==> src/hw/rtl/mp2d_pkg.sv <==
package mp2d_pkg;

  localparam int MP_MAX_KERNEL = 8;
  localparam int MP_MAX_WIDTH  = 1024;
  localparam int MP_MAX_HEIGHT = 1024;
  localparam int MP_VALUE_BITS = 16;

  // configuration port
  localparam int CFG_AW = 2;
  localparam int CFG_DW = 11;
  localparam int KSZ_W  = 4;
  localparam int STR_W  = 4;
  localparam int DIM_W  = 11;

  localparam logic [CFG_AW-1:0] REG_KERNEL = 2'd0;
  localparam logic [CFG_AW-1:0] REG_STRIDE = 2'd1;
  localparam logic [CFG_AW-1:0] REG_HEIGHT = 2'd2;
  localparam logic [CFG_AW-1:0] REG_WIDTH  = 2'd3;

  // result fields
  localparam int IDX_W = 32;
  localparam int ORC_W = 10;

  // reciprocal of the stride, scaled by 2^RECIP_SH
  localparam int RECIP_W  = 17;
  localparam int RECIP_SH = 16;

  typedef struct packed {
    logic valid;
    logic row_ok;
    logic col_ok;
    logic plane_end;
  } mp2d_ctrl_t;

  function automatic logic [RECIP_W-1:0] stride_recip(input logic [STR_W-1:0] s);
    logic [RECIP_W-1:0] r;
    unique case (s)
      4'd0:    r = 17'd65536;
      4'd1:    r = 17'd65536;
      4'd2:    r = 17'd32768;
      4'd3:    r = 17'd21845;
      4'd4:    r = 17'd16384;
      4'd5:    r = 17'd13107;
      4'd6:    r = 17'd10922;
      4'd7:    r = 17'd9362;
      4'd8:    r = 17'd8192;
      4'd9:    r = 17'd7281;
      4'd10:   r = 17'd6553;
      4'd11:   r = 17'd5957;
      4'd12:   r = 17'd5461;
      4'd13:   r = 17'd5041;
      4'd14:   r = 17'd4681;
      default: r = 17'd4369;
    endcase
    return r;
  endfunction

endpackage

==> src/hw/rtl/mp2d_reduce.sv <==
module mp2d_reduce import mp2d_pkg::*; #(
  parameter int MAX_KERNEL = MP_MAX_KERNEL,
  parameter int MAX_WIDTH  = MP_MAX_WIDTH,
  parameter int MAX_HEIGHT = MP_MAX_HEIGHT,
  parameter int VALUE_BITS = MP_VALUE_BITS,
  localparam int SLW = (MAX_KERNEL > 1) ? $clog2(MAX_KERNEL) : 1,
  localparam int KW  = $clog2(MAX_KERNEL + 1),
  localparam int RW  = $clog2(MAX_HEIGHT),
  localparam int CW  = $clog2(MAX_WIDTH),
  localparam int WW  = $clog2(MAX_WIDTH + 1)
) (
  input  logic                         clk,
  input  logic                         rst,
  input  mp2d_ctrl_t                   in_ctrl,
  input  logic signed [VALUE_BITS-1:0] in_val,
  input  logic [SLW-1:0]               in_vrow,
  input  logic [RW-1:0]                in_trow,
  input  logic [CW-1:0]                in_tcol,
  input  logic [KW-1:0]                in_k,
  input  logic [STR_W-1:0]             in_s,
  input  logic [WW-1:0]                in_w,
  input  logic [IDX_W-1:0]             in_cnt,
  output logic                         adv,
  output logic                         o_valid,
  input  logic                         o_ready,
  output logic [VALUE_BITS-1:0]        o_val,
  output logic [IDX_W-1:0]             o_idx,
  output logic [ORC_W-1:0]             o_row,
  output logic [ORC_W-1:0]             o_col,
  output logic                         o_last
);

  // column maxima of the current row, newest at index 0
  logic signed [VALUE_BITS-1:0] colv [MAX_KERNEL];
  logic [SLW-1:0]               colr [MAX_KERNEL];

  mp2d_ctrl_t         s2_ctrl, s3_ctrl, s4_ctrl;
  logic [RW-1:0]      s2_trow, s3_trow, s3_qr, s4_qr;
  logic [CW-1:0]      s2_tcol, s3_tcol, s3_qc, s4_qc;
  logic [KW-1:0]      s2_k, s3_k, s4_k;
  logic [STR_W-1:0]   s2_s, s3_s, s4_s;
  logic [WW-1:0]      s2_w, s3_w, s4_w;
  logic [IDX_W-1:0]   s2_cnt, s3_cnt, s4_cnt;
  logic signed [VALUE_BITS-1:0] s3_best, s4_best;
  logic [SLW-1:0]     s3_wr, s4_wr, s3_wc, s4_wc;
  logic [RW+STR_W-1:0] s4_remr;
  logic [CW+STR_W-1:0] s4_remc;

  logic signed [VALUE_BITS-1:0] best;
  logic [SLW-1:0]     best_r, best_c;
  logic [RW+RECIP_W-1:0] qr_full;
  logic [CW+RECIP_W-1:0] qc_full;
  logic [RW+STR_W-1:0] prod_r, remr;
  logic [CW+STR_W-1:0] prod_c, remc;
  logic [RW+STR_W-1:0] remr_f;
  logic [CW+STR_W-1:0] remc_f;
  logic [RW-1:0]      qr_f;
  logic [CW-1:0]      qc_f;
  logic               hit;
  logic [KW-1:0]      dr, dc;
  logic [KW+WW-1:0]   row_back;
  logic [IDX_W-1:0]   widx;

  assign adv = !o_valid || o_ready;

  // horizontal reduction over the window columns
  always_comb begin
    logic [KW-1:0] ix;
    best   = colv[0];
    best_r = colr[0];
    best_c = '0;
    for (int j = 0; j < MAX_KERNEL; j++) begin
      ix = s2_k - KW'(1) - KW'(j);
      if (KW'(j) < s2_k) begin
        if (j == 0) begin
          best   = colv[ix[SLW-1:0]];
          best_r = colr[ix[SLW-1:0]];
          best_c = '0;
        end else if (colv[ix[SLW-1:0]] > best ||
                     (colv[ix[SLW-1:0]] == best && colr[ix[SLW-1:0]] < best_r)) begin
          best   = colv[ix[SLW-1:0]];
          best_r = colr[ix[SLW-1:0]];
          best_c = SLW'(j);
        end
      end
    end
  end

  // quotient estimate by reciprocal, low by at most one
  assign qr_full = RW'(s2_trow) * stride_recip(s2_s);
  assign qc_full = CW'(s2_tcol) * stride_recip(s2_s);

  assign prod_r = s3_qr * s3_s;
  assign prod_c = s3_qc * s3_s;
  assign remr   = (RW+STR_W)'(s3_trow) - prod_r;
  assign remc   = (CW+STR_W)'(s3_tcol) - prod_c;

  always_comb begin
    qr_f   = s4_qr;
    remr_f = s4_remr;
    if (s4_remr >= (RW+STR_W)'(s4_s)) begin
      qr_f   = s4_qr + RW'(1);
      remr_f = s4_remr - (RW+STR_W)'(s4_s);
    end
    qc_f   = s4_qc;
    remc_f = s4_remc;
    if (s4_remc >= (CW+STR_W)'(s4_s)) begin
      qc_f   = s4_qc + CW'(1);
      remc_f = s4_remc - (CW+STR_W)'(s4_s);
    end
  end

  assign hit = s4_ctrl.valid && s4_ctrl.row_ok && s4_ctrl.col_ok &&
               remr_f == '0 && remc_f == '0;
  assign dr       = s4_k - KW'(1) - KW'(s4_wr);
  assign dc       = s4_k - KW'(1) - KW'(s4_wc);
  assign row_back = dr * s4_w;
  assign widx     = s4_cnt - IDX_W'(row_back) - IDX_W'(dc);

  always_ff @(posedge clk) begin
    if (rst) begin
      s2_ctrl <= '0;
      s3_ctrl <= '0;
      s4_ctrl <= '0;
      o_valid <= 1'b0;
    end else if (adv) begin
      s2_ctrl <= in_ctrl;
      s3_ctrl <= s2_ctrl;
      s4_ctrl <= s3_ctrl;
      o_valid <= hit;
    end
    if (adv) begin
      if (in_ctrl.valid) begin
        colv[0] <= in_val;
        colr[0] <= in_vrow;
        for (int b = 1; b < MAX_KERNEL; b++) begin
          colv[b] <= colv[b-1];
          colr[b] <= colr[b-1];
        end
      end
      s2_trow <= in_trow;
      s2_tcol <= in_tcol;
      s2_k    <= in_k;
      s2_s    <= in_s;
      s2_w    <= in_w;
      s2_cnt  <= in_cnt;

      s3_best <= best;
      s3_wr   <= best_r;
      s3_wc   <= best_c;
      s3_qr   <= RW'(qr_full >> RECIP_SH);
      s3_qc   <= CW'(qc_full >> RECIP_SH);
      s3_trow <= s2_trow;
      s3_tcol <= s2_tcol;
      s3_k    <= s2_k;
      s3_s    <= s2_s;
      s3_w    <= s2_w;
      s3_cnt  <= s2_cnt;

      s4_best <= s3_best;
      s4_wr   <= s3_wr;
      s4_wc   <= s3_wc;
      s4_qr   <= s3_qr;
      s4_qc   <= s3_qc;
      s4_remr <= remr;
      s4_remc <= remc;
      s4_k    <= s3_k;
      s4_s    <= s3_s;
      s4_w    <= s3_w;
      s4_cnt  <= s3_cnt;

      if (hit) begin
        o_val  <= s4_best;
        o_idx  <= widx;
        o_row  <= ORC_W'(qr_f);
        o_col  <= ORC_W'(qc_f);
        o_last <= s4_ctrl.plane_end;
      end
    end
  end

  a_out_from_pipe: assert property (@(posedge clk) disable iff (rst)
    $rose(o_valid) |-> $past(s4_ctrl.valid))
    else $error("result without an item in the last stage");

  a_stall_holds: assert property (@(posedge clk) disable iff (rst)
    !adv |=> $stable(s4_ctrl) && $stable(s3_ctrl))
    else $error("pipeline moved during a stall");

endmodule

==> config.mk <==
export PLATFORM = sky130hd
export DESIGN_NAME = mp2d_reduce
export DESIGN_NICKNAME = d
export VERILOG_FILES = /design/src/hw/rtl/mp2d_pkg.sv /design/src/hw/rtl/mp2d_reduce.sv
export SDC_FILE = /design/constraint.sdc
export NUM_CORES = 2
export LEC_CHECK = 0
export BUFFER_PORTS_ARGS = -buffer_cell sky130_fd_sc_hd__buf_2
export CORE_MARGIN = 4
export CORE_UTILIZATION = 61
export CTS_CLUSTER_DIAMETER = 120
export DETAILED_ROUTE_END_ITERATION = 10
export PLACE_DENSITY = 0.79
export SLEW_MARGIN = 25
export SYNTH_ARGS = -nofsm -noshare
export SYNTH_HDL_FRONTEND = slang
export SYNTH_SLANG_ARGS = --single-unit
==> constraint.sdc <==
create_clock -name clk -period 29.8 [get_ports clk]
set_input_delay 1.49 -clock clk [delete_from_list [all_inputs] [get_ports clk]]
set_output_delay 1.49 -clock clk [all_outputs]
set_load 0.02 [all_outputs]
==> summary.txt <==
Status
  • Status: finished, final reports clean

Floorplan
  • Core Area: ~70000 sq um
  • DIE AREA: 75530 sq um
  • Die X: 274.8 um
  • I/O pin cnt: 168
  • Rows: 97
  • Starting density of the core: approximately 62%
  • Chip Height: approximately 270 um

Route
  • Vias per inst: ~6
  • Detail Route Antenna Nets: 0
  • Drt first-iter violations: 2682
  • Drt total wl: 96790 um
  • Post-detailed-route wirelength per cell: between 20 and 25 um
  • Router iterations before antenna repair: 6
  • Residual DRC count: 0
  • Via Count: approximately 29000

Synth
  • Cells after Synth: 3697
  • Synth area leader: edfxtp_1
  • Synth async-reset ratio: 0%
  • Syn Nets: 4446
  • Post-synthesis sequential area ratio: roughly 38%
  • Unique cell type count in the Yosys netlist: 91
  • Syn_area_per_cell: 11.75 sq um
  • Top area cells in the synthesized netlist: edfxtp_1 (36%), fa_1 (15%), ha_1 (9.6%)
  • Mapped Area: 43430 sq um
  • Share of the synthesized area in the top cell type: 36.37%
  • Primary FF master, synth: edfxtp_1
  • Yosys reg bits: 555
  • Post-synth EDFFs: 526
  • Ys Warns: 0

Run
  • Maxcap violations: 0

Global route
  • Antenna violations before repair: 2
  • Largest net degree at the start of global routing: 200
  • GRT Total Usage: 25.95%
  • GR Overflow Total: 0
  • First-pass GRT wire length: about 150000 um
  • Vias in the first global route: 28860

Clocking
  • CTS Buf Count: 60
  • Postcts setup bufs: 0
  • Clk_lat worst skew: 0.64 ns
  • CTS H-tree depth: 2
  • CTS Root Buffer Type: clkbuf_16
  • CTS-repair resized insts: 0
  • Worst-path clk slew: 0.06 ns
  • CTS sink count: 555
  • Hold_buf cts: 0
  • CTS max path bufs: 3
  • CTS tree: done

Timing
  • Hold WS: 0.4151 ns
  • RSZ-0062 raised after global routing: false
  • Final hold violations: 0
  • Fin crit share: 75.80%
  • Layout Skew: approximately 0.020 ns
  • Worst-Margin Slew: ~1.1 ns
  • Min Tclk post-route: roughly 23 ns
  • Fin Setup TNS: 0 ns
  • Count of pins over their slew limit: 0
  • Endpoints failing setup: 0
  • Max Clk Rate: about 44 MHz
  • Relative slew slack: 26.37%

Layout
  • Register area: around 16000 sq um
  • P&R area growth vs syn: 9.020%
  • Final std cells w/o fill: between 4000 and 5000
  • Post-Layout Inst Area: between 40000 and 50000 sq um
  • Most frequent cells in the layout: edfxtp_1 (526), inv_1 (449), nand2_1 (349)
  • Most common cell after layout, fill and taps aside: edfxtp_1
  • Fillers: 4988
  • Multi-input gate area: 24820 sq um
  • Layout cells sized above 1: roughly 15%
  • Final layout net count: ~4600

Pwr
  • Leak: around 0.02 uW
  • P per Cell Area: between 100 and 150 nW/um^2
  • Gate power share: 63.6%
  • Seq pwr share: 21.9%
  • Sw Pwr: 2395 uW
  • Internal Power: 3147 uW
  • Clock network power share: 14.4%
  • Maximum VDD drop: about 120 uV
  • Switching Share: between 40% and 50%

Placement
  • Dpl cell area: ~45000 sq um
  • Placed cells: 4680
  • PortBufs: 167
  • GPL Wtd Cong: 0.9681
  • Detailed Place HPWL: 70440 um

Hold path
  • Hold Path Class: reg -> reg

Worst setup path
  • Slowest stage delay, CP: 0.74 ns
  • Slowest cell on crit path: ha_4
  • Crit path required time: 30.13 ns
  • CP Launch Type: flop
  • Worst Path Class, Setup: reg -> reg
  • Crit-path max FO: 118
  • Arrival time worst endpoint: 22.92 ns
  • Worst setup EP type: flop
-- synth_stat cells (11+ instances only) --
library cell,instances
edfxtp_1,526
inv_1,451
nand2_1,349
ha_1,334
fa_1,318
and2_1,230
a21oi_1,151
nor2_1,149
mux4_2,141
mux2i_1,126
clkbuf_1,110
o21ai_0,98
mux2_2,94
xnor2_1,67
nor3_1,53
nand2b_1,50
a21o_1,44
o21a_1,40
xor2_1,38
buf_1,29
dfxtp_1,29
nand4_1,29
nor2b_1,27
nand3_1,26
o22ai_1,14
nor4_1,12
o21bai_1,11
or2_2,11
-- sequential cells by signal (all words and copies together), names as in the netlist, 10 cells and up, named ones only --
| name | count |
|---|---|
| s3_w | 11 |
| s4_qc | 10 |
| s4_remc | 14 |
| s4_best | 16 |
| s4_qr | 10 |
| s3_cnt | 32 |
| s2_trow | 10 |
| s4_cnt | 32 |
| s3_trow | 10 |
| s3_qr | 10 |
| s3_qc | 10 |
| s2_w | 11 |
| s2_cnt | 32 |
| s3_best | 16 |
| o_val | 16 |
| s3_tcol | 10 |
| colr | 24 |
| s2_tcol | 10 |
| o_row | 10 |
| s4_remr | 14 |
| s4_w | 11 |
| o_idx | 32 |
| colv | 128 |
| o_col | 10 |
-- worst max-delay path, delay by kind of cell, from the launching register on --
kind / cells / cell delay (ns)
and+or+nand+nor: 39 / 6.61
muxes: 6 / 2.16
buffers and inverters: 5 / 1.85
AOI/OAI and AO/OA: 35 / 8.29
adders and majority gates: 8 / 2.80
DFF: 1 / 0.43
-- power by group through the flow --
stage	combinational (uW)	sequential, uW	clock, uW
finish	3530	1220	801
global route	4010	1230	853
CTS	3510	1220	819
detailed placement	3460	1230	0
global placement	3360	1230	0
floorplan	2780	1190	0
-- kinds of logic (layout without fill, tap and decap cells) --
| kind of cell | count (synthesis) | after routing | share of synthesized area [%] |
|---|---|---|---|
| simple gates | 977 | 977 | 11.16 |
| xor+xnor | 107 | 107 | 2.218 |
| mux | 370 | 370 | 12.97 |
| flops | 555 | 555 | 37.71 |
| fa+ha+maj | 654 | 654 | 24.33 |
| compound gates | 434 | 434 | 6.329 |
| buf+inv | 600 | 757 | 5.292 |
| other cells | 0 | 1 | 0 |
-- final timing paths --
path | start | end | slack [ns] | cells after the start
worst max-delay path | s2_k[0] | s3_best[15] | 7.21 | 93
worst min-delay path | s3_cnt[22] | s4_cnt[22] | 0.42 | 0
worst max register to register | s2_k[0] | s3_best[15] | 7.21 | 93
worst min register to register | s3_cnt[22] | s4_cnt[22] | 0.42 | 0
-- final cells by class --
class / count / share of cell area (%)
multi-input cells: 2542 / 52.42
diodes: 1 / 0.005285
inverters: 451 / 3.602
clock inverters: 34 / 0.9804
well taps: 940 / 2.484
flip-flops and latches: 555 / 34.59
clock buffers: 79 / 3.628
repair buffers: 193 / 2.299
-- metrics by stage --
step / total power (uW) / utilization, % / setup WS, ns
2_1_floorplan: 3962 / - / 8.126
3_3_place_gp: 4585 / 64.23 / 7.231
3_5_place_dp: 4691 / 64.23 / 7.119
4_1_cts: 5546 / 67.33 / 7.016
5_1_grt: 6090 / 67.38 / 5.221
6_report: 5542 / 67.38 / 7.213
-- layer usage --
| layer | GRT usage, % | wire, um |
|---|---|---|
| met1 | 37.60 | 41130 |
| met2 | 39.41 | 42960 |
| met3 | 6.288 | 9832 |
| met4 | 7.802 | 2854 |
| met5 | 0 | 12 |
Note: power is estimated with default switching activity, not from simulation.
